$ cat src/hw/rtl/mmch_pkg.sv
`timescale 1ns / 1ps
package mmch_pkg;

   localparam int CORDIC_STEPS    = 16;
   localparam int SCALE_FRAC_BITS = 16;
   localparam int RAW_W   = 16;
   localparam int BIAS_W  = 17;
   localparam int SCALE_W = 24;
   localparam int OUT_W   = 24;
   localparam int HEAD_W  = 17;
   localparam int ANG_W   = 26;
   localparam int CW      = OUT_W + 3;
   localparam int NUM_AXES = 3;
   localparam int IDX_W   = 3;
   localparam int SUM_W   = 20;
   localparam int DIVN_W  = SUM_W + SCALE_FRAC_BITS;
   localparam int DIVD_W  = 20;
   localparam logic [ANG_W-1:0] DEG360 = ANG_W'(360 * 65536);
   localparam logic [ANG_W-1:0] DEG180 = ANG_W'(180 * 65536);

   localparam logic [IDX_W-1:0] REG_X_MIN = 3'd0;
   localparam logic [IDX_W-1:0] REG_X_MAX = 3'd1;
   localparam logic [IDX_W-1:0] REG_Y_MIN = 3'd2;
   localparam logic [IDX_W-1:0] REG_Y_MAX = 3'd3;
   localparam logic [IDX_W-1:0] REG_Z_MIN = 3'd4;
   localparam logic [IDX_W-1:0] REG_Z_MAX = 3'd5;

   typedef struct packed {
      logic signed [BIAS_W-1:0]  bias;
      logic        [SCALE_W-1:0] scale;
   } axis_cal_type;

   typedef struct packed {
      logic                     vld;
      logic                     bad;
      logic signed [OUT_W-1:0]  cx;
      logic signed [OUT_W-1:0]  cy;
      logic signed [OUT_W-1:0]  cz;
   } lane_out_type;

   // atan(2^-i) in degrees, 16 fraction bits
   function automatic logic [ANG_W-1:0] atan_tab(input int i);
      logic [ANG_W-1:0] v;
      v = '0;
      unique case (i)
         0: v = 26'd2949120;   1: v = 26'd1740967;   2: v = 26'd919879;
         3: v = 26'd466945;    4: v = 26'd234379;    5: v = 26'd117304;
         6: v = 26'd58666;     7: v = 26'd29335;     8: v = 26'd14668;
         9: v = 26'd7334;     10: v = 26'd3667;     11: v = 26'd1833;
         12: v = 26'd917;     13: v = 26'd458;      14: v = 26'd229;
         15: v = 26'd115;     16: v = 26'd57;       17: v = 26'd29;
         18: v = 26'd14;      19: v = 26'd7;        20: v = 26'd4;
         21: v = 26'd2;       22: v = 26'd1;
         default: v = '0;
      endcase
      return v;
   endfunction

endpackage

$ cat src/hw/rtl/mmch_lane.sv
`timescale 1ns / 1ps
module mmch_lane (
   input  logic                               clock,
   input  logic                               vld,
   input  logic signed [mmch_pkg::RAW_W-1:0]  raw,
   input  mmch_pkg::axis_cal_type             cal,
   output logic signed [mmch_pkg::OUT_W-1:0]  cal_out
);
   import mmch_pkg::*;

   localparam int SH = SCALE_FRAC_BITS - 4;
   localparam int PW = SCALE_W + BIAS_W + 2;

   logic signed [BIAS_W:0]  diff_ff;
   logic        [SCALE_W-1:0] scale_ff;
   logic signed [PW-1:0]    prod_ff;
   logic signed [PW-1:0]    prod_in;
   logic        [PW-1:0]    mag;
   logic        [PW-1:0]    rnd;
   logic signed [OUT_W-1:0] res_ff, res_in;

   // stage 1: subtract bias
   always_ff @(posedge clock) begin
      if (vld) begin
         diff_ff  <= (BIAS_W+1)'(raw) - (BIAS_W+1)'(cal.bias);
         scale_ff <= cal.scale;
      end
   end

   // stage 2: multiply
   assign prod_in = $signed({1'b0, scale_ff}) * diff_ff;
   always_ff @(posedge clock) prod_ff <= prod_in;

   // stage 3: round half away from zero and saturate
   always_comb begin
      mag = prod_ff[PW-1] ? PW'(-prod_ff) : PW'(prod_ff);
      rnd = (mag + (PW'(1) << (SH - 1))) >> SH;
      if (prod_ff[PW-1])
         res_in = (rnd > PW'(8388608)) ? OUT_W'(24'h800000) : OUT_W'(-rnd);
      else
         res_in = (rnd > PW'(8388607)) ? OUT_W'(24'h7FFFFF) : OUT_W'(rnd);
   end
   always_ff @(posedge clock) res_ff <= res_in;

   assign cal_out = res_ff;
endmodule

$ cat config.mk
export PLATFORM = sky130hd
export DESIGN_NAME = mmch_lane
export DESIGN_NICKNAME = d
export VERILOG_FILES = /design/src/hw/rtl/mmch_pkg.sv /design/src/hw/rtl/mmch_lane.sv
export SDC_FILE = /design/constraint.sdc
export NUM_CORES = 1
export LEC_CHECK = 0
export ABC_AREA = 1
export BUFFER_PORTS_ARGS = -buffer_cell sky130_fd_sc_hd__buf_4
export CAP_MARGIN = 20
export CORE_MARGIN = 5
export CORE_UTILIZATION = 45
export CTS_CLUSTER_DIAMETER = 100
export DETAILED_ROUTE_END_ITERATION = 16
export GPL_TIMING_DRIVEN = 0
export PLACE_DENSITY = 0.57
export SYNTH_ARGS = -nofsm -noshare
export SYNTH_HDL_FRONTEND = slang
export SYNTH_SLANG_ARGS = --single-unit
$ cat constraint.sdc
create_clock -name clock -period 6.5 [get_ports clock]
set_input_delay 0 -clock clock [delete_from_list [all_inputs] [get_ports clock]]
set_output_delay 0 -clock clock [all_outputs]
set_load 0.03 [all_outputs]
# Word level (Yosys, flattened, before mapping)
# Index checks and enable logic that the tools add are counted.
[op_classes]
addsub = 4
n_mul = 1
magnitude_cmp = 2
n_mux = 4
[op_table]
columns = ["op", "count"]
rows = [
  ["$mux 24", 3],
  ["$add 43x12->43 const B", 1],
  ["$mul 25x18->43", 1],
  ["$mux 43", 1],
  ["$neg 43->43", 1],
  ["$gt 31x23->1 const B", 1],
  ["$gt 31x24->1 const B", 1],
  ["$neg 24->24", 1],
  ["$sub 16x17->18", 1],
]
[totals]
ff_bits = 109
input_bits = 59
out_inout_bits = 24
elab_cells = 15

# Longest topological paths before layout
[depth]
word_depth = 6
mapped_depth = 32
depth_no_buf = 30

# Worst setup path before layout
# OpenSTA, ideal clock, no wires.
[synth_timing]
path_kind = "flip-flop to flip-flop"
start = "reg scale_ff[10]"
end = "reg prod_ff[36]"
setup_time_ps = 72
arrival_time_ps = 5931
t_required_ps = 6428
setup_slack_ps = 497
stages_incl_launch_ff = 27
path_buffers = 2
synth_period_minus_slack_ps = 6003
path_cell_list = "edfxtp_1 > clkbuf_1 > buf_1 > nand2_1 > fa_1 > fa_1 > fa_1 > inv_1 > fa_1 > fa_1 > inv_1 > fa_1 > inv_1 > ha_1 > a21oi_1 > inv_1 > a31oi_1 > a21boi_0 > o21ai_0 > nand2_1 > nand2_1 > nand2_1 > nand2_1 > a21boi_0 > nor2_1 > nor2_1 > xnor2_1"
[synth_via]
elab_chain_cells = 1
[synth_rtl]
columns = ["item", "line", "source"]
rows = [
  ["start: declaration", "mmch_lane.sv:15", "logic [SCALE_W-1:0] scale_ff;"],
  ["start signal: assignment", "mmch_lane.sv:26", "scale_ff <= cal.scale;"],
  ["$mul 25x18->43", "mmch_lane.sv:31", "assign prod_in = $signed({1'b0, scale_ff}) * diff_ff;"],
  ["via prod_in[36]", "mmch_lane.sv:17", "logic signed [PW-1:0] prod_in;"],
  ["end signal: assignment", "mmch_lane.sv:32", "always_ff @(posedge clock) prod_ff <= prod_in;"],
  ["end: declaration", "mmch_lane.sv:16", "logic signed [PW-1:0] prod_ff;"],
]
# The timed path passes the listed nets, and every way through them passes these cells.
# A chain may end at the register's enable or synchronous reset.

# Final worst setup path
[layout_timing]
start = "reg diff_ff[16]"
end = "reg prod_ff[42]"
[layout_via]
elab_chain_cells = 1
[layout_rtl]
columns = ["item", "line", "source"]
rows = [
  ["start: declaration", "mmch_lane.sv:14", "logic signed [BIAS_W:0] diff_ff;"],
  ["start signal: assignment", "mmch_lane.sv:25", "diff_ff <= (BIAS_W+1)'(raw) - (BIAS_W+1)'(cal.bias);"],
  ["$mul 25x18->43", "mmch_lane.sv:31", ""],
  ["via prod_in[42]", "mmch_lane.sv:17", ""],
]
# The timed path passes the listed nets, and every way through them passes these cells.

==> results.json <==
{
  "status": "complete, no violations",
  "slowest_stage": "fa_1",
  "core-area_um2": 47900,
  "synth_ff_type": "dfxtp_1",
  "dieWidth_um": 231,
  "cts.sinks": 109,
  "worstPathArrival_ps": 6560,
  "clockRootBuffer": "clkbuf_16",
  "ios": 83,
  "dieArea_um2": 53200,
  "ant_nets": 0,
  "die_h_um": 231,
  "max_freq_ghz": 0.159,
  "min_period_ps": 6270,
  "path_cells": "buf_4, nand2_1, inv_1, fa_1, inv_1, fa_1, fa_1, inv_1, fa_1, fa_1, inv_1, fa_1, inv_1, ha_1, nand2_1, nor2_1, inv_1, o221ai_2, a221oi_2, nand3_2, nand2_1, nand3_1, xor2_1",
  "start_kind": "flip-flop",
  "finalSetupViolCount": 0,
  "first_pass_iters": 5,
  "path_clk_slew_ps": 80,
  "grt_max_degree": 43,
  "synth_top_family_by_area": "adder cells",
  "max_stage_delay_ps": 580,
  "mostFrequentLayoutCells": "nand2_1, inv_1, fa_1",
  "finClkSkew_ps": 24.5,
  "dp_hpwl_um": 55400,
  "maxSlewViolCount": 0,
  "antenna_found_initial": 0,
  "synth-seq-cells": 109,
  "yosys.area.top_type": "fa_1",
  "endpoint_kind": "flip-flop",
  "stdcell_area_um2": 24900,
  "clock_latency_ps": 410,
  "initial_core_util_pct": 45.7,
  "hold_viol": 0,
  "hold_path.class": "in -> reg",
  "grt_pass1_vias": 19643,
  "fin_nets": 3740,
  "routabilityCongestion": 0.964,
  "drc": 0,
  "required_ps": 6790,
  "synth-simple-area-share_pct": 25.0,
  "synth-seq-area-share_pct": 11.9,
  "wl_um": 67800,
  "cp_top_family": "adder cells",
  "via_per_inst": 5.05,
  "cts_tree": "yes",
  "wl_per_cell_um": 17.9,
  "io_buffers": 82,
  "synth_fa_ha_area_share_pct": 41.7,
  "worst_slew_pin_slew_ps": 589,
  "synth_edf_count": 42,
  "crit_fanout": 10,
  "synth_compound_area_share_pct": 3.45,
  "gr-usage-all-layers_pct": 26.0,
  "synthTopCellsByArea": "fa_1, nand2_1, inv_1",
  "cp_num_buf_inv": 7,
  "path_class": "reg -> reg",
  "yosysWarnings": 0,
  "top_usage_layer": "met2",
  "drt_iter0_drc": 1451,
  "cts_max_level": 3,
  "n_fill_cell": 4707,
  "async_reset_ff_share_pct": 0,
  "grt_pass1_wl_um": 108000,
  "area_growth_pct": 13.4,
  "final_common_cell": "nand2_1",
  "fp-row-count": 80,
  "cts_buffer_depth": 2,
  "netlist_area_um2": 21900,
  "synthXorXnorAreaFrac_pct": 2.64,
  "numCtsBuffers": 9,
  "vias": 19103,
  "period_share_pct": 96.5,
  "max_slew_margin_pct": 60.7,
  "grt_use_met2_pct": 42.1,
  "grtUsageMet3_pct": 5.57,
  "dpl_cell_area_um2": 23300,
  "yosysTopAreaCellShare_pct": 32.2,
  "synthMuxAreaShare_pct": 0,
  "use_met1_pct": 35.1,
  "drive_gt1_share_pct": 12.2,
  "max-cap-violations": 0,
  "netlist_instances": 2985,
  "syn-num-nets": 3562,
  "synthDistinctLibCells": 48,
  "syn_area_per_cell_um2": 7.34,
  "overflow": 0,
  "antenna_cells": 0
}
cell type report:
type | count | area (um2) | area share [%]
clock buffer | 9 | 225 | 0.906
clock inverter | 6 | 56.3 | 0.227
tap | 615 | 769 | 3.10
multi-input combinational | 2002 | 16200 | 65.1
timing repair buffer | 192 | 1520 | 6.13
buffer | 75 | 583 | 2.35
inverter | 774 | 2910 | 11.7
sequential | 109 | 2600 | 10.5
cells by family after synthesis:
kind of cell | count (synthesis)
AND/OR/NAND/NOR | 1285
XOR/XNOR | 66
buffers and inverters | 874
flip-flops | 109
AO/OA/AOI/OAI | 133
adder cells (fa/ha/maj) | 518
cell usage after synthesis, types with 2 or more instances:
cell type    n
nand2_1    857
inv_1      767
fa_1       353
ha_1       165
nor2_1     161
nand3_1    142
clkbuf_1    79
dfxtp_1     67
a21oi_1     58
edfxtp_1    42
xor2_1      40
o21ai_0     37
nand2_2     30
nand4_1     26
xnor2_1     26
a31oi_1     13
nor2_4      13
or2_2       13
nor2_2      11
buf_6        9
nor3_1       8
buf_1        7
inv_2        5
nand2_4      5
buf_4        4
nand3_2      4
o21bai_1     4
a211oi_1     3
nand3_4      3
nor2_8       3
o21a_1       3
o221ai_1     3
a21boi_0     2
a21o_1       2
and2_1       2
clkinv_1     2
nand3b_1     2
nor3b_1      2
nor4_1       2
o21ai_1      2
timing repair:
| action | 4_1_cts | 5_1_grt |
|---|---|---|
| buffers inserted | 42 | 43 |
| endpoints found under the setup margin | 25 | 16 |
| hold buffers | 25 | 0 |
| endpoints found under the hold margin | 25 | 0 |
| pin swaps | 6 | 32 |
| resized for setup | 108 | 88 |
worst min-delay path: cells and delay by family:
kind | cells | cell delay [ps]
adder cells (fa/ha/maj) | 1 | 160
buffers and inverters | 2 | 140
flip-flops by register name, indices dropped and copies added (netlist names):
signal,flops
prod_ff,43
diff_ff,18
cal_out,24
scale_ff,24
per-stage QoR:
| step | cells | hold slack, ps | setup WS [ps] | TNS, ps | util, % |
|---|---|---|---|---|---|
| finish | 3782 | 59.4 | 227 | 0 | 51.8 |
| floorplan | 2985 | 98.9 | 497 | 0 | - |
| detailed placement | 3682 | 179 | -1060 | -15710 | 48.6 |
| global route | 3782 | 64.2 | -28.7 | -59.3 | 51.8 |
| global placement | 3682 | 179 | -1020 | -14120 | 48.6 |
| CTS | 3740 | 39.5 | 3.85 | 0 | 50.7 |
worst paths after layout:
| check | startpoint | endpoint | slack, ps | depth (start not counted) |
|---|---|---|---|---|
| hold reg to reg | diff_ff[0] | prod_ff[0] | 790 | 4 |
| setup / recovery | diff_ff[16] | prod_ff[42] | 230 | 23 |
| hold / removal | cal[25] | diff_ff[1] | 60 | 3 |
| setup reg to reg | diff_ff[16] | prod_ff[42] | 230 | 23 |
per-layer routing:
layer | wire, um | up-vias | part of all wire (%)
li1 | - | 9098 | -
met1 | 29000 | 9234 | 43
met2 | 30800 | 643 | 45
met3 | 5560 | 128 | 8.2
met4 | 2450 | 0 | 3.6
met5 | 0 | - | 0
Power is not shown: default switching activity piles up to over one toggle a cycle in this logic, so the estimate is an artifact.
