<file path="src/hw/rtl/mmch_pkg.sv">
`timescale 1ns / 1ps
package mmch_pkg;

   localparam int CORDIC_STEPS    = 16;
   localparam int SCALE_FRAC_BITS = 16;
   localparam int RAW_W   = 16;
   localparam int BIAS_W  = 17;
   localparam int SCALE_W = 24;
   localparam int OUT_W   = 24;
   localparam int HEAD_W  = 17;
   localparam int ANG_W   = 26;
   localparam int CW      = OUT_W + 3;
   localparam int NUM_AXES = 3;
   localparam int IDX_W   = 3;
   localparam int SUM_W   = 20;
   localparam int DIVN_W  = SUM_W + SCALE_FRAC_BITS;
   localparam int DIVD_W  = 20;
   localparam logic [ANG_W-1:0] DEG360 = ANG_W'(360 * 65536);
   localparam logic [ANG_W-1:0] DEG180 = ANG_W'(180 * 65536);

   localparam logic [IDX_W-1:0] REG_X_MIN = 3'd0;
   localparam logic [IDX_W-1:0] REG_X_MAX = 3'd1;
   localparam logic [IDX_W-1:0] REG_Y_MIN = 3'd2;
   localparam logic [IDX_W-1:0] REG_Y_MAX = 3'd3;
   localparam logic [IDX_W-1:0] REG_Z_MIN = 3'd4;
   localparam logic [IDX_W-1:0] REG_Z_MAX = 3'd5;

   typedef struct packed {
      logic signed [BIAS_W-1:0]  bias;
      logic        [SCALE_W-1:0] scale;
   } axis_cal_type;

   typedef struct packed {
      logic                     vld;
      logic                     bad;
      logic signed [OUT_W-1:0]  cx;
      logic signed [OUT_W-1:0]  cy;
      logic signed [OUT_W-1:0]  cz;
   } lane_out_type;

   // atan(2^-i) in degrees, 16 fraction bits
   function automatic logic [ANG_W-1:0] atan_tab(input int i);
      logic [ANG_W-1:0] v;
      v = '0;
      unique case (i)
         0: v = 26'd2949120;   1: v = 26'd1740967;   2: v = 26'd919879;
         3: v = 26'd466945;    4: v = 26'd234379;    5: v = 26'd117304;
         6: v = 26'd58666;     7: v = 26'd29335;     8: v = 26'd14668;
         9: v = 26'd7334;     10: v = 26'd3667;     11: v = 26'd1833;
         12: v = 26'd917;     13: v = 26'd458;      14: v = 26'd229;
         15: v = 26'd115;     16: v = 26'd57;       17: v = 26'd29;
         18: v = 26'd14;      19: v = 26'd7;        20: v = 26'd4;
         21: v = 26'd2;       22: v = 26'd1;
         default: v = '0;
      endcase
      return v;
   endfunction

endpackage

</file>
<file path="src/hw/rtl/mmch_scale_div.sv">
`timescale 1ns / 1ps
module mmch_scale_div (
   input  logic                               clock,
   input  logic                               reset,
   input  logic                               go,
   input  logic [mmch_pkg::DIVN_W-1:0]        num,
   input  logic [mmch_pkg::DIVD_W-1:0]        den,
   output logic                               done,
   output logic [mmch_pkg::SCALE_W-1:0]       quo
);
   import mmch_pkg::*;

   localparam int CNT_W = $clog2(DIVN_W + 1);

   logic [DIVN_W-1:0] num_ff, num_in;
   logic [DIVD_W:0]   rem_ff, rem_in;
   logic [DIVN_W-1:0] q_ff, q_in;
   logic [DIVD_W-1:0] den_ff;
   logic [CNT_W-1:0]  cnt_ff, cnt_in;
   logic              busy_ff, busy_in, done_ff, done_in;
   logic [DIVD_W+1:0] trial;

   // restoring divider, one quotient bit per cycle
   always_comb begin
      trial   = {rem_ff, num_ff[DIVN_W-1]} - {2'b00, den_ff};
      num_in  = {num_ff[DIVN_W-2:0], 1'b0};
      rem_in  = trial[DIVD_W+1] ? {rem_ff[DIVD_W-1:0], num_ff[DIVN_W-1]} : trial[DIVD_W:0];
      q_in    = {q_ff[DIVN_W-2:0], ~trial[DIVD_W+1]};
      cnt_in  = cnt_ff - 1'b1;
      busy_in = busy_ff && (cnt_ff != CNT_W'(1));
      done_in = busy_ff && (cnt_ff == CNT_W'(1));
   end

   always_ff @(posedge clock) begin
      if (reset) begin
         busy_ff <= 1'b0;
         done_ff <= 1'b0;
      end else if (go) begin
         busy_ff <= 1'b1;
         done_ff <= 1'b0;
      end else begin
         busy_ff <= busy_in;
         done_ff <= done_in;
      end
      if (go) begin
         num_ff <= num;
         den_ff <= den;
         rem_ff <= '0;
         q_ff   <= '0;
         cnt_ff <= CNT_W'(DIVN_W);
      end else if (busy_ff) begin
         num_ff <= num_in;
         rem_ff <= rem_in;
         q_ff   <= q_in;
         cnt_ff <= cnt_in;
      end
   end

   assign done = done_ff;
   // saturate to 24 bits
   assign quo  = (|q_ff[DIVN_W-1:SCALE_W]) ? {SCALE_W{1'b1}} : q_ff[SCALE_W-1:0];
endmodule

</file>
<file path="config.mk">
export PLATFORM = sky130hd
export DESIGN_NAME = mmch_scale_div
export DESIGN_NICKNAME = d
export VERILOG_FILES = /design/src/hw/rtl/mmch_pkg.sv /design/src/hw/rtl/mmch_scale_div.sv
export SDC_FILE = /design/constraint.sdc
export NUM_CORES = 1
export LEC_CHECK = 0
export BUFFER_PORTS_ARGS = -buffer_cell sky130_fd_sc_hd__buf_2
export CAP_MARGIN = 40
export CELL_PAD_IN_SITES_DETAIL_PLACEMENT = 0
export CELL_PAD_IN_SITES_GLOBAL_PLACEMENT = 1
export CORE_MARGIN = 4
export CORE_UTILIZATION = 40
export CTS_CLUSTER_SIZE = 12
export DETAILED_ROUTE_END_ITERATION = 12
export GPL_ROUTABILITY_DRIVEN = 0
export MAX_ROUTING_LAYER = met4
export PLACE_DENSITY = 0.74
export SYNTH_ARGS = -nofsm -noshare
export SYNTH_HDL_FRONTEND = slang
export SYNTH_SLANG_ARGS = --single-unit
</file>
<file path="constraint.sdc">
create_clock -name clock -period 2.7 [get_ports clock]
set_input_delay 0.135 -clock clock [delete_from_list [all_inputs] [get_ports clock]]
set_output_delay 0.135 -clock clock [all_outputs]
set_load 0.01 [all_outputs]
</file>
==> Word level (Yosys, flattened, before mapping) <==
Index checks and enable logic that the tools add are counted.
{ "totals": {"regBits": 121} }
{ "classes": {"add_sub_neg": 2, "n_reduce_logical": 5, "n_eq_ne": 2, "n_mux": 5, "n_bitwise": 1} }
{ "op_table": {"columns": ["operator", "n"], "rows": [
  ["two-way mux 36 bit", 2],
  ["two-way mux 24 bit", 1],
  ["subtractor 22 x 20 -> 22 bit", 1],
  ["two-way mux 21 bit", 1],
  ["OR reduction 12 bit", 1],
  ["equality test 6 x 1 -> 1 bit (second input constant)", 1],
  ["!= test 6 x 1 -> 1 bit (second input constant)", 1],
  ["subtractor 6 x 1 -> 6 bit (second input constant)", 1],
  ["logical AND 1 bit", 2],
  ["nonzero test 2 bit", 1],
  ["OR reduction 2 bit", 1],
  ["two-way mux 1 bit", 1],
  ["NOT 1 bit", 1]
]} }

==> Depth between registers and ports, before layout <==
{ "depth": {"word_depth": 3, "depth_mapped": 11, "mapped_depth_nobuf": 10} }

==> Worst setup path after synthesis <==
OpenSTA, ideal clock, no wires.
{ "synth_timing": {"path_kind": "flip-flop to flip-flop", "start": "reg den_ff[14]", "end": "reg rem_ff[6]", "required_ps": 2614, "period_less_slack_ps": 2417, "stages_incl_launch_ff": 12, "path_slack_ps": 283, "n_path_buf": 2, "t_arrival_ps": 2332, "path_cell_list": "edfxtp_1 -> inv_1 -> ha_1 -> buf_6 -> a21oi_4 -> o211ai_1 -> a311o_1 -> or2_4 -> o211a_4 -> buf_12 -> mux2i_1 -> a211oi_1"} }
{ "synth_between": {"elab_chain_cells": 2} }
{ "synth_lines": {"columns": ["element", "line", "source"], "rows": [
  ["start: declaration", "mmch_scale_div.sv:18", "logic [DIVD_W-1:0] den_ff;"],
  ["start signal: assignment", "mmch_scale_div.sv:47", "den_ff <= den;"],
  ["subtractor 22 x 20 -> 22 bit", "mmch_scale_div.sv:25", "trial = {rem_ff, num_ff[DIVN_W-1]} - {2'b00, den_ff};"],
  ["two-way mux 21 bit", "mmch_scale_div.sv:27", "rem_in = trial[DIVD_W+1] ? {rem_ff[DIVD_W-1:0], num_ff[DIVN_W-1]} : trial[DIVD_W:0];"],
  ["end signal: assignment", "mmch_scale_div.sv:53", "rem_ff <= rem_in;"],
  ["end: declaration", "mmch_scale_div.sv:16", "logic [DIVD_W:0] rem_ff, rem_in;"]
]} }
No other way between the ends.
A chain may end at the register's enable or synchronous reset.

==> Worst setup path in the final report <==
{ "layout_timing": {"start": "reg num_ff[35]", "end": "reg rem_ff[10]"} }
{ "layout_between": {"elab_chain_cells": 2} }
{ "layout_lines": {"columns": ["element", "line", "source"], "rows": [
  ["start: declaration", "mmch_scale_div.sv:15", "logic [DIVN_W-1:0] num_ff, num_in;"],
  ["start signal: assignment", "mmch_scale_div.sv:46", "num_ff <= num;"],
  ["start signal: assignment", "mmch_scale_div.sv:52", "num_ff <= num_in;"],
  ["subtractor 22 x 20 -> 22 bit", "mmch_scale_div.sv:25", null],
  ["two-way mux 21 bit", "mmch_scale_div.sv:27", null]
]} }
No other way between the ends.

==> results by stage <==
Setup path:
- Following the worst setup path forward leads to its endpoint at rem_ff[10].
- The arrival time at the worst endpoint is 2.89 ns.
- Along the worst path, the maximum fanout reaches 4.
- The most critical setup path has its startpoint at num_ff[35].
- The startpoint of the worst-slack reg-to-reg timing path is num_ff[35].
- The capture point of the worst reg-to-reg path is rem_ff[10].
- The path depth of the worst reg2reg path is 10.
- The required time at the worst-slack endpoint is 3.02 ns.
- The launching element type of the critical path is a flop.
- The critical path capture point type is a flop.
- Setup slack on the worst reg-to-reg path comes out at between 0.1 and 0.15 ns.
- The category of the most critical setup path is flop to flop.

Run status:
- The flow ran to the end, and the final reports show no timing, DRC or antenna violations.

Yosys:
- The number of distinct library cells after synthesis is 66.
- The number of enable flip-flop cells after synthesis is 56.
- Counting flops with an async set or reset pin after synthesis yields a share of 0.
- For this run, the number of Yosys warnings is 0.
- The cell area after synthesis is 6070 um2.
- The mean instance size in the synthesized netlist is 10.9 um2.
- The post-synthesis cell count is 559.
- The leading register cell type out of synthesis is dfxtp_1.
- The sequential share of the synthesized area is 0.491.
- After synthesis the netlist holds a flip-flop and latch count of 121.
- The net count after synthesis is between 600 and 700.

Floorplanning:
- For this configuration, the core starts out at a cell density of 0.413.
- The total area inside the core boundary comes to 14700 um2.
- During I/O placement, the number of pins put on the boundary was 84.
- From left edge to right edge, the die measures approximately 130 um.
- The floorplan die area is between 15000 and 20000 um2.
- The floorplan has 44 rows.
- The die is around 130 um tall.

Cells and area:
- Summing all multi-input logic gate instances after layout gives 2870 um2.
- The register area is 2980 um2.
- The cell area after layout is between 7000 and 8000 um2.
- The net count of the finished layout is 757.
- The fill cell instance count of the final layout is 1334.
- From synthesis to final layout, the design area changed by 23.6%.
- In the final layout, the share of cells above drive strength 1 is 0.311.

Timing:
- Setup total negative slack on the finished layout was measured at 0 ns.
- After layout, the worst setup slack is 0.132 ns.
- The upper clock frequency limit is 389 MHz.
- Setup repair after global routing left no endpoint under its margin.
- In the finished design, the share of the clock period the worst path needs comes to 0.951.
- The count of final hold-check violations came to 0.
- For the pin with the worst max-slew slack, the measured transition is 0.840 ns.
- Counting I/O delays and the setup requirement, the final critical path takes 2.57 ns.
- The worst pin sits at a relative slew slack of 0.440.
- The worst clock skew is 0.0217 ns.
- The total count of max-transition violations in the final report is 0.
- Setup violations remaining at the end of the flow were counted as 0.

Route:
- The count of routing violations after the opening detailed-route iteration is 236.
- The post-route DRC violation count is 0.
- The number of optimization iterations in the first detailed-route pass is 4.
- Wires add up to 13.2 mm.
- The via density per instance is 5.16.
- In this run the remaining antenna-violating nets after routing total 0.
- The total number of vias is 4506.
- The wire length per cell after detailed routing is 15.1 um.

GRT:
- The total routing usage reported by global routing is 0.161.
- The via count of the first global-routing pass came to between 4k and 5k.
- The first global-routing pass estimated approximately 22 mm of wire.
- The maximum number of pins on one net before global-route repair is slightly above 70.
- After global routing the overflow that remains totals 0.
- The number of antenna violations at the first check in global routing is 0.

Clocking:
- The later pin in the worst-skew pair is clocked with a latency of 0.42 ns.
- The number of sinks on the clock net is 121.
- TritonCTS built the clock tree.
- CTS built an H-tree with a depth of 4.
- Clock tree synthesis inserted a total of 17 buffers.
- After clock tree synthesis, the clock-pin slew on the worst setup and hold paths is roughly 0.060 ns.
- No sink is reached through more buffers than the 2 on the longest clock path.
- The master cell of the clock root buffer is clkbuf_16.

Place:
- Once placement finished, the instance area stood at 6690 um2.
- The post-DP HPWL is 8.95 mm.
- The pre-CTS setup slack is 0.0723 ns.
- Input and output buffers added on the ports amount to 83.

Hold path:
- The type of the most critical hold path is input port to flop.

Flow run:
- Max-cap violations in this run came to 0.

Power and ir drop:
- Dividing total power by cell area gives a power density of 663 nW/um2.
- The worst ir drop on vdd is 0.492 mV.
- The analysis attributes to cell leakage a power of 3.15 nW.
## layer usage
metal,global-route usage,wire [um],part of all wire,vias up
met5,-,0,0,-
met4,0.0595,219,0.017,0
met3,0.0566,840,0.064,16
met2,0.243,5940,0.45,97
met1,0.199,6180,0.47,2127
li1,-,-,-,2266
## sequential cells by signal, indices dropped and copies added, names as in the netlist
name,count
busy_ff,1
cnt_ff,6
den_ff,20
done,1
num_ff,36
q_ff,36
rem_ff,21
## power by group
group | leakage, nW | internal (mW) | switching [mW]
clock network | 0.273 | 1.22 | 0.818
logic | 1.79 | 0.379 | 0.436
registers | 1.09 | 2.06 | 0.0612
total | 3.15 | 3.65 | 1.32
## Yosys cell counts, drive strengths merged (3+ instances only)
master   number  share of area
nand3        10         0.0082
a211oi        6         0.0074
buf           7         0.0097
o21a          6         0.0076
xnor2        14          0.020
mux2i        42          0.069
mux2         35          0.065
or2          26          0.027
nor4          6         0.0062
or3           3         0.0031
ha           22          0.045
a21oi        23          0.025
inv          30          0.019
a311o         3         0.0049
edfxtp       56           0.28
nand4         4         0.0041
o21ai        23          0.019
nand2b        4         0.0041
nor2         64          0.040
a32oi         5         0.0072
xor2          3         0.0043
o211ai        9          0.015
nand2        29          0.018
clkbuf       19          0.012
o2111ai       3         0.0043
nor3          8         0.0074
o311ai        4         0.0058
dfxtp        65           0.21
a311oi        4         0.0089
## metrics by stage
step / util / total power [mW] / instances / hold WS (ns)
6_report: 0.510 / 4.97 / 873 / 0.0130
5_1_grt: 0.510 / 5.20 / 872 / 0.00810
4_1_cts: 0.506 / 5.00 / 867 / 0.00234
3_5_place_dp: 0.455 / 2.91 / 813 / 0.313
3_3_place_gp: 0.454 / 2.90 / 812 / 0.311
2_1_floorplan: - / 2.73 / 559 / 0.207
## critical path: stages, from the launching register on
cell      delay (ns)
edfxtp_1        0.35
inv_1           0.05
ha_1            0.22
fa_1            0.41
nand2b_1        0.18
a21oi_1         0.26
nor4_2          0.13
o31ai_1         0.36
xor2_1          0.18
nand2_1         0.08
a311oi_2        0.25
## kinds of logic (layout without fill, tap and decap cells)
group,Yosys count,in the layout,synth area share
muxes,77,77,0.134
and+or+nand+nor,162,162,0.128
other,0,1,0
buffers and inverters,56,185,0.0402
DFF,121,121,0.491
AOI/OAI and AO/OA,103,103,0.133
xor gates and xnor gates,17,17,0.0245
adders and majority gates,23,23,0.0486
## what timing repair did
item                                    4_1_cts  5_1_grt
hold buffers                                 22        0
buffers inserted                              0        5
endpoints found under the setup margin        0       18
resized for setup                             0        5
hold endpoints to repair                     23        0
## worst min-delay path by stage
stage	start	to	slack (ns)	depth (start not counted)
5_1_grt	num[3]	num_ff[3]	0.008	2
2_1_floorplan	reset	busy_ff	0.21	1
4_1_cts	num[26]	num_ff[26]	0.002	2
6_report	num[26]	num_ff[26]	0.01	2
3_5_place_dp	den[18]	den_ff[18]	0.31	1
3_3_place_gp	reset	busy_ff	0.31	2
## layout by cell type, fill, tap and decap left out, drive strengths merged, types with 3 or more instances in the layout
cell | netlist | routed
ha | 22 | 22
o21ai | 23 | 23
mux2 | 35 | 35
or3 | 3 | 3
nand4 | 4 | 4
nand2 | 29 | 29
o21a | 6 | 6
nor2 | 64 | 64
dfxtp | 65 | 65
nor3 | 8 | 8
a21oi | 23 | 23
clkbuf | 19 | 21
o2111ai | 3 | 3
a32oi | 5 | 5
nand2b | 4 | 4
a311oi | 4 | 4
inv | 30 | 35
edfxtp | 56 | 56
nor4 | 6 | 6
xnor2 | 14 | 14
dlygate4sd3 | 0 | 22
or2 | 26 | 26
clkinv | 0 | 6
buf | 7 | 101
a311o | 3 | 3
a211oi | 6 | 6
xor2 | 3 | 3
o211ai | 9 | 9
o311ai | 4 | 4
nand3 | 10 | 10
mux2i | 42 | 42
## cell type report
type                    count  share of cell area
clock buffers              21              0.0614
inverters                  30              0.0150
multi-input cells         382               0.382
flip-flops and latches    121               0.398
clock inverters            11             0.00951
repair buffers            123               0.103
well taps                 184              0.0307
diodes                      1            0.000334
Power figures use the tool's default switching activity.
