### src/hw/rtl/mmch_pkg.sv
`timescale 1ns / 1ps
package mmch_pkg;

   localparam int CORDIC_STEPS    = 16;
   localparam int SCALE_FRAC_BITS = 16;
   localparam int RAW_W   = 16;
   localparam int BIAS_W  = 17;
   localparam int SCALE_W = 24;
   localparam int OUT_W   = 24;
   localparam int HEAD_W  = 17;
   localparam int ANG_W   = 26;
   localparam int CW      = OUT_W + 3;
   localparam int NUM_AXES = 3;
   localparam int IDX_W   = 3;
   localparam int SUM_W   = 20;
   localparam int DIVN_W  = SUM_W + SCALE_FRAC_BITS;
   localparam int DIVD_W  = 20;
   localparam logic [ANG_W-1:0] DEG360 = ANG_W'(360 * 65536);
   localparam logic [ANG_W-1:0] DEG180 = ANG_W'(180 * 65536);

   localparam logic [IDX_W-1:0] REG_X_MIN = 3'd0;
   localparam logic [IDX_W-1:0] REG_X_MAX = 3'd1;
   localparam logic [IDX_W-1:0] REG_Y_MIN = 3'd2;
   localparam logic [IDX_W-1:0] REG_Y_MAX = 3'd3;
   localparam logic [IDX_W-1:0] REG_Z_MIN = 3'd4;
   localparam logic [IDX_W-1:0] REG_Z_MAX = 3'd5;

   typedef struct packed {
      logic signed [BIAS_W-1:0]  bias;
      logic        [SCALE_W-1:0] scale;
   } axis_cal_type;

   typedef struct packed {
      logic                     vld;
      logic                     bad;
      logic signed [OUT_W-1:0]  cx;
      logic signed [OUT_W-1:0]  cy;
      logic signed [OUT_W-1:0]  cz;
   } lane_out_type;

   // atan(2^-i) in degrees, 16 fraction bits
   function automatic logic [ANG_W-1:0] atan_tab(input int i);
      logic [ANG_W-1:0] v;
      v = '0;
      unique case (i)
         0: v = 26'd2949120;   1: v = 26'd1740967;   2: v = 26'd919879;
         3: v = 26'd466945;    4: v = 26'd234379;    5: v = 26'd117304;
         6: v = 26'd58666;     7: v = 26'd29335;     8: v = 26'd14668;
         9: v = 26'd7334;     10: v = 26'd3667;     11: v = 26'd1833;
         12: v = 26'd917;     13: v = 26'd458;      14: v = 26'd229;
         15: v = 26'd115;     16: v = 26'd57;       17: v = 26'd29;
         18: v = 26'd14;      19: v = 26'd7;        20: v = 26'd4;
         21: v = 26'd2;       22: v = 26'd1;
         default: v = '0;
      endcase
      return v;
   endfunction

endpackage

### src/hw/rtl/mmch_cordic.sv
`timescale 1ns / 1ps
module mmch_cordic (
   input  logic                               clock,
   input  logic                               reset,
   input  mmch_pkg::lane_out_type             lin,
   output logic                               vld,
   output logic signed [mmch_pkg::OUT_W-1:0]  cx,
   output logic signed [mmch_pkg::OUT_W-1:0]  cy,
   output logic signed [mmch_pkg::OUT_W-1:0]  cz,
   output logic        [mmch_pkg::HEAD_W-1:0] heading,
   output logic                               bad
);
   import mmch_pkg::*;

   localparam int NS = CORDIC_STEPS;

   // per stage: vector, angle, special-case result
   logic               v_ff  [NS+1];
   logic               b_ff  [NS+1];
   logic               sp_ff [NS+1];
   logic [HEAD_W-1:0]  sh_ff [NS+1];
   logic signed [CW-1:0]   x_ff [NS+1];
   logic signed [CW-1:0]   y_ff [NS+1];
   logic signed [ANG_W:0]  z_ff [NS+1];
   logic signed [OUT_W-1:0] ox_ff [NS+1];
   logic signed [OUT_W-1:0] oy_ff [NS+1];
   logic signed [OUT_W-1:0] oz_ff [NS+1];
   logic signed [ANG_W:0]   zw;
   logic [ANG_W:0]          hr;

   // stage 0: axis cases and half-plane turn
   always_ff @(posedge clock) begin
      if (reset) v_ff[0] <= 1'b0;
      else       v_ff[0] <= lin.vld;
      b_ff[0]  <= lin.bad;
      ox_ff[0] <= lin.cx;
      oy_ff[0] <= lin.cy;
      oz_ff[0] <= lin.cz;
      sp_ff[0] <= (lin.cy == '0) || (lin.cx == '0);
      if (lin.cy == '0)
         sh_ff[0] <= lin.cx[OUT_W-1] ? HEAD_W'(180 * 256) : '0;
      else
         sh_ff[0] <= lin.cy[OUT_W-1] ? HEAD_W'(270 * 256) : HEAD_W'(90 * 256);
      if (lin.cx[OUT_W-1]) begin
         x_ff[0] <= -CW'(lin.cx);
         y_ff[0] <= -CW'(lin.cy);
         z_ff[0] <= (ANG_W+1)'(DEG180);
      end else begin
         x_ff[0] <= CW'(lin.cx);
         y_ff[0] <= CW'(lin.cy);
         z_ff[0] <= '0;
      end
   end

   // micro-rotation stages
   for (genvar i = 0; i < CORDIC_STEPS; i++) begin : g_rot
      always_ff @(posedge clock) begin
         if (reset) v_ff[i+1] <= 1'b0;
         else       v_ff[i+1] <= v_ff[i];
         b_ff[i+1]  <= b_ff[i];
         sp_ff[i+1] <= sp_ff[i];
         sh_ff[i+1] <= sh_ff[i];
         ox_ff[i+1] <= ox_ff[i];
         oy_ff[i+1] <= oy_ff[i];
         oz_ff[i+1] <= oz_ff[i];
         if (!y_ff[i][CW-1]) begin
            x_ff[i+1] <= x_ff[i] + (y_ff[i] >>> i);
            y_ff[i+1] <= y_ff[i] - (x_ff[i] >>> i);
            z_ff[i+1] <= z_ff[i] + (ANG_W+1)'(atan_tab(i));
         end else begin
            x_ff[i+1] <= x_ff[i] - (y_ff[i] >>> i);
            y_ff[i+1] <= y_ff[i] + (x_ff[i] >>> i);
            z_ff[i+1] <= z_ff[i] - (ANG_W+1)'(atan_tab(i));
         end
      end
   end

   // wrap into [0, 360) and round
   always_comb begin
      zw = z_ff[CORDIC_STEPS];
      if (zw[ANG_W]) zw = zw + (ANG_W+1)'(DEG360);
      if (zw >= $signed((ANG_W+1)'(DEG360))) zw = zw - (ANG_W+1)'(DEG360);
      hr = (zw + (ANG_W+1)'(128)) >> 8;
   end

   logic              vo_ff, bo_ff;
   logic [HEAD_W-1:0] ho_ff, ho_in;
   logic signed [OUT_W-1:0] xo_ff, yo_ff, zo_ff;

   always_comb begin
      if (b_ff[CORDIC_STEPS])       ho_in = '0;
      else if (sp_ff[CORDIC_STEPS]) ho_in = sh_ff[CORDIC_STEPS];
      else if (hr >= (ANG_W+1)'(92160)) ho_in = '0;
      else                          ho_in = hr[HEAD_W-1:0];
   end

   // output register
   always_ff @(posedge clock) begin
      if (reset) vo_ff <= 1'b0;
      else       vo_ff <= v_ff[CORDIC_STEPS];
      bo_ff <= b_ff[CORDIC_STEPS];
      ho_ff <= ho_in;
      xo_ff <= b_ff[CORDIC_STEPS] ? '0 : ox_ff[CORDIC_STEPS];
      yo_ff <= b_ff[CORDIC_STEPS] ? '0 : oy_ff[CORDIC_STEPS];
      zo_ff <= b_ff[CORDIC_STEPS] ? '0 : oz_ff[CORDIC_STEPS];
   end

   assign vld = vo_ff;
   assign bad = bo_ff;
   assign heading = ho_ff;
   assign cx = xo_ff;
   assign cy = yo_ff;
   assign cz = zo_ff;
endmodule

### config.mk
export PLATFORM = sky130hd
export DESIGN_NAME = mmch_cordic
export DESIGN_NICKNAME = d
export VERILOG_FILES = /design/src/hw/rtl/mmch_pkg.sv /design/src/hw/rtl/mmch_cordic.sv
export SDC_FILE = /design/constraint.sdc
export NUM_CORES = 2
export LEC_CHECK = 0
export BUFFER_PORTS_ARGS = -buffer_cell sky130_fd_sc_hd__buf_2
export CORE_MARGIN = 2
export CORE_UTILIZATION = 35
export CTS_CLUSTER_SIZE = 8
export DETAILED_ROUTE_END_ITERATION = 8
export PLACE_DENSITY_LB_ADDON = 0.3
export SETUP_SLACK_MARGIN = 0.5
export SLEW_MARGIN = 20
export SYNTH_ARGS = -nofsm -noshare
export SYNTH_HDL_FRONTEND = slang
export SYNTH_SLANG_ARGS = --single-unit
### constraint.sdc
create_clock -name clock -period 5.8 [get_ports clock]
set_clock_uncertainty 0.2 [all_clocks]
set_input_delay 0 -clock clock [delete_from_list [all_inputs] [get_ports clock]]
set_output_delay 0 -clock clock [all_outputs]
set_load 0.01 [all_outputs]
# Word level (Yosys, flattened, before mapping)
# Memory sizes are Yosys's and may differ from the RTL's. A register that Yosys moved wholly into a read port is not among the register bits.
# Cells that the tools add are included.
[op_classes] n_addsub=100 n_mul=0 div_mod_pow=0 magnitude_cmp=2 n_eq_ne=0 shift=0 muxes=116 bitwise_logic=69 reduce_logical=3
[op_table] op="27-bit two-way mux" count=53
[op_table] op="1-bit OR" count=69
[op_table] op="17-bit two-way mux" count=4
[op_table] op="1-bit two-way mux" count=58
[op_table] op="27-bit by 12-bit adder with 27-bit output" count=2
[op_table] op="27-bit by 13-bit adder with 27-bit output" count=2
[op_table] op="27-bit by 14-bit adder with 27-bit output" count=2
[op_table] op="27-bit by 15-bit adder with 27-bit output" count=2
[op_table] op="27-bit by 16-bit adder with 27-bit output" count=2
[op_table] op="27-bit by 17-bit adder with 27-bit output" count=2
[op_table] op="27-bit by 18-bit adder with 27-bit output" count=2
[op_table] op="27-bit by 19-bit adder with 27-bit output" count=2
[op_table] op="27-bit by 20-bit adder with 27-bit output" count=2
[op_table] op="27-bit by 21-bit adder with 27-bit output" count=2
[op_table] op="27-bit by 22-bit adder with 27-bit output" count=2
[op_table] op="27-bit by 23-bit adder with 27-bit output" count=2
[op_table] op="27-bit by 24-bit adder with 27-bit output" count=2
[op_table] op="27-bit by 25-bit adder with 27-bit output" count=2
[op_table] op="27-bit by 26-bit adder with 27-bit output" count=2
[op_table] op="27-bit by 9-bit adder with 27-bit output, second input constant" count=2
[op_table] op="24-bit negator with 27-bit output" count=2
[op_table] op="27-bit by 12-bit subtractor with 27-bit output" count=2
[op_table] op="27-bit by 13-bit subtractor with 27-bit output" count=2
[op_table] op="27-bit by 14-bit subtractor with 27-bit output" count=2
[op_table] op="other kinds (52)" count=66
[word_totals] ff_bits=18 latchBits=0 mem_bits_rw=2941 romBits=0 in_bits=76 output_inout_bits=91 n_memories=10
[memory_table] memory="x_ff" depth=17 width=27 rd=16 rd_clocked_by_memory_dff=0 wr=17 line_no="mmch_cordic.sv:22" text="logic signed [CW-1:0] x_ff [NS+1];"
[memory_table] memory="y_ff" depth=17 width=27 rd=16 rd_clocked_by_memory_dff=0 wr=17 line_no="mmch_cordic.sv:23" text="logic signed [CW-1:0] y_ff [NS+1];"
[memory_table] memory="z_ff" depth=17 width=27 rd=17 rd_clocked_by_memory_dff=0 wr=17 line_no="mmch_cordic.sv:24" text="logic signed [ANG_W:0] z_ff [NS+1];"
[memory_table] memory="ox_ff" depth=17 width=24 rd=17 rd_clocked_by_memory_dff=1 wr=17 line_no="mmch_cordic.sv:25" text="logic signed [OUT_W-1:0] ox_ff [NS+1];"
[memory_table] memory="oy_ff" depth=17 width=24 rd=17 rd_clocked_by_memory_dff=1 wr=17 line_no="mmch_cordic.sv:26" text="logic signed [OUT_W-1:0] oy_ff [NS+1];"
[memory_table] memory="oz_ff" depth=17 width=24 rd=17 rd_clocked_by_memory_dff=1 wr=17 line_no="mmch_cordic.sv:27" text="logic signed [OUT_W-1:0] oz_ff [NS+1];"
[memory_table] memory="+4 memories"

# Depth between registers and ports, before layout
# An unclocked memory read counts as a cell.
[logic_depth] ltp_word=9 ltp_mapped=20 mapped_depth_nobuf=20

# Least setup slack after synthesis
# OpenSTA, ideal clock, no wires.
[synth_timing] path_type="flip-flop to flip-flop" start="mem y_ff[12][26] (netlist name)" end="mem x_ff[13][25] (netlist name)" t_arrival_ns=4.249 required_time_ns=5.528 slack_ns=1.279 path_stages_with_launch=16 synth_period_minus_slack_ns=4.521 cell_sequence="dfxtp_1 > clkbuf_1 > buf_1 > mux2i_1 > ha_1 > nor2b_1 > o31a_1 > o31a_1 > o221a_2 > a31oi_1 > o211ai_1 > a31oi_1 > nor2b_1 > o21a_1 > o41ai_1 > xnor2_1"
[synth_rtl] element="start: declaration" line_no="mmch_cordic.sv:23"
[synth_rtl] element="end: declaration" line_no="mmch_cordic.sv:22"

==> impl_metrics.toml <==
[outcome]
status = "finished clean"

[clocking]
postCtsSetupRepairBufs = 0
cts_buffers = 376
insertion_delay_ns = 0.94
cts_tree = "yes"
htree_levels = 5
clock_sinks = 2645
clkTransAtPathRegs_ns = 0.05
root_buffer = "clkbuf_16"
cts_buffer_depth = 4

[detailed_routing]
via_per_inst = 4.802
wl_per_cell_um = 15.08
drt_iter0_drc = 3354
wirelength_um = 253900
first_pass_iters = 5
ant_nets = 0
route.vias.total = 80859
route.detailed.drc = 0

[timing]
finalHoldViolCount = 0
setup_tns_ns = 0
period_share_pct = 84.52
fmax_mhz = 204.0
min_period_ns = 4.902
maxSlewViolCount = 0
rsz0062_at_grt = "no"
slew_headroom_pct = 34.43
finalHoldWorstSlack_ns = 0.07173
setup_viol = 0
tightest_slew_ns = 0.9587

[synth]
yosysWarningCount = 0
netlist_instances = 11749
synth_fa_ha_area_share_pct = 13.17
yosys-top-cells-area = "dfxtp_1, ha_1, xnor2_1"
yosys.area.top_type_share_pct = 45.60
ys_ff_latch = 2645
ys.flop_type = "dfxtp_1"
synth_mux_area_share_pct = 0.5032
synth_compound_area_share_pct = 14.75
async_reset_ff_share_pct = 0
synth_simple_gate_area_share_pct = 12.59
synthDistinctLibCells = 92
synth-xor-area-share_pct = 11.35
yosysTopAreaCell = "dfxtp_1"
yosysSeqAreaShare_pct = 45.60
netlist_area_mm2 = 0.1161
synth_edf_count = 0
syn_area_per_cell_um2 = 9.883
synth_top_family_by_area = "compound AO/OA/AOI/OAI gates"

[final_layout]
final_cell_mix = "dfxtp_1, ha_1, nor2_1"
syn_to_final_growth_pct = 15.92
final_layout_size_suffix_gt1_share_pct = 6.311
nFillCells = 32207
mostFrequentLayoutCell = "dfxtp_1"
final_nets = 13667
fin_area_mm2 = 0.1346

[critical_path]
crit_chain = "dlygate4sd3_1 > buf_2 > dlygate4sd3_1 > inv_1 > ha_1 > nand2_1 > or4_1 > nand2b_1 > or3_1 > or4_1 > dlygate4sd3_1 > nor3_4 > inv_1 > o31ai_1"
crit_required_ns = 6.35
cp_top_family = "buffers and inverters"
slowest_stage = "dlygate4sd3_1"
crit_top_cell = "dlygate4sd3_1"
crit_path_end_kind = "flip-flop"
rr_worst_depth = 18
critPathKind = "input port to flip-flop"
crit_path_max_incr_delay_ns = 0.67
start_kind = "input port"
cp_max_fo = 4
worst-path-buf-inv = 6
worst_ep_arrival_time_ns = 5.45
cp_num_cells = 14

[placed_design]
hpwlAfterDp_um = 189900
portBuffers = 166
placed_cell_area_mm2 = 0.1223
gp_congestion = 0.8855

[job]
maxCapViolations = 0

[floorplanning]
fp-row-count = 211
die-area_mm2 = 0.3364
start_util_pct = 35.16
die_w_um = 580.0
core_area_mm2 = 0.3303
io_pins = 167
die_h_um = 580.0

[global_route]
grt.total_usage_pct = 14.68
globalRouteOverflowTotal = 0
first_global_vias = 80189
grt_pass1_wl_um = 409500
grt_antenna_before_repair = 7
grt_max_degree = 69

[worst_hold_path]
holdPathStages = 6
hold_path_class = "input port to flip-flop"
## kinds of logic after synthesis
| logic type | after synthesis |
|---|---|
| fa+ha+maj | 1199 |
| flops | 2645 |
| mux | 55 |
| buf+inv | 626 |
| simple gates | 2997 |
| xor+xnor | 1502 |
| compound gates | 2724 |
| other cells | 1 |
## area by class of cell
class	count	area, µm²	area share, %
Antenna cell	19	47.55	0.03532
Clock buffer	409	9646	7.166
Clock inverter	32	710.7	0.5280
Inverter	481	1805	1.341
Multi-Input combinational cell	8480	60830	45.19
Sequential cell	2645	52970	39.36
Tap cell	4366	5463	4.058
Timing Repair Buffer	408	3131	2.326
## stage by stage
step | std cells | utilization, % | setup slack (ns)
finish | 16840 | 40.75 | 0.8980
floorplan | 11751 | - | 1.279
CTS | 16821 | 40.74 | 0.8263
global placement | 16192 | 37.03 | 0.8335
global route | 16829 | 40.75 | 0.5813
detailed placement | 16192 | 37.03 | 0.8394
## per-layer routing
metal,GRT usage (%),vias to the layer above,wire length [µm]
li1,-,42291,-
met1,16.30,36685,105600
met2,27.07,1301,126700
met3,2.428,582,9685
met4,6.939,0,11910
met5,0,-,0
## cells in the mapped netlist, drive strengths merged, types with 49 or more instances
master and n:
dfxtp 2645, ha 1161, nor2 1018, xnor2 1014
a21oi 964, o21ai 500, xor2 488, nand2 486
inv 475, a21o 326, nor3 315, nor2b 281
nand2b 174, nand3 165, o21a 154, a31oi 126
clkbuf 117, o21bai 115, and3 94, nor4 92
or3 87, a211oi 78, o31ai 72, or2 63
and2 59, nand4 49
## worst reg2reg max path: cells and delay by family (launching register included)
family                     cells  cell delay [ns]
AOI/OAI and AO/OA              3             0.73
xor gates and xnor gates       2             0.59
adders and majority gates      2             0.55
buffers and inverters          2             0.27
DFF                            1             0.36
and+or+nand+nor                9             1.99
## sequential cells by signal, indices dropped and copies added, names as in the netlist
register and cells:
b_ff 17, bad 1, cx 24, cy 24
cz 24, heading 17, ox_ff 407, oy_ff 407
oz_ff 408, sh_ff 102, sp_ff 17, v_ff 17
vld 1, x_ff 389, y_ff 406, z_ff 384
## path summary, 6_finish.rpt
check	start	to	slack [ns]
worst min-delay path	lin[37]	y_ff[0][16]$_DFF_P_	0.07
worst max-delay path	lin[25]	sp_ff[0]$_DFF_P_	0.90
worst min register to register	oz_ff[8][3]$_DFF_P_	oz_ff[9][3]$_DFF_P_	0.09
worst max register to register	x_ff[3][3]$_DFF_P_	y_ff[4][26]$_DFF_P_	0.94
## repair_timing
item,in CTS,in global routing
hold buffers,188,0
gates resized for setup,0,1
setup endpoints to repair,0,1
hold endpoints to repair,147,0
Power is left out: the tool's default activity adds up to more than one toggle a clock period on the data nets, which glitch-free logic cannot reach.
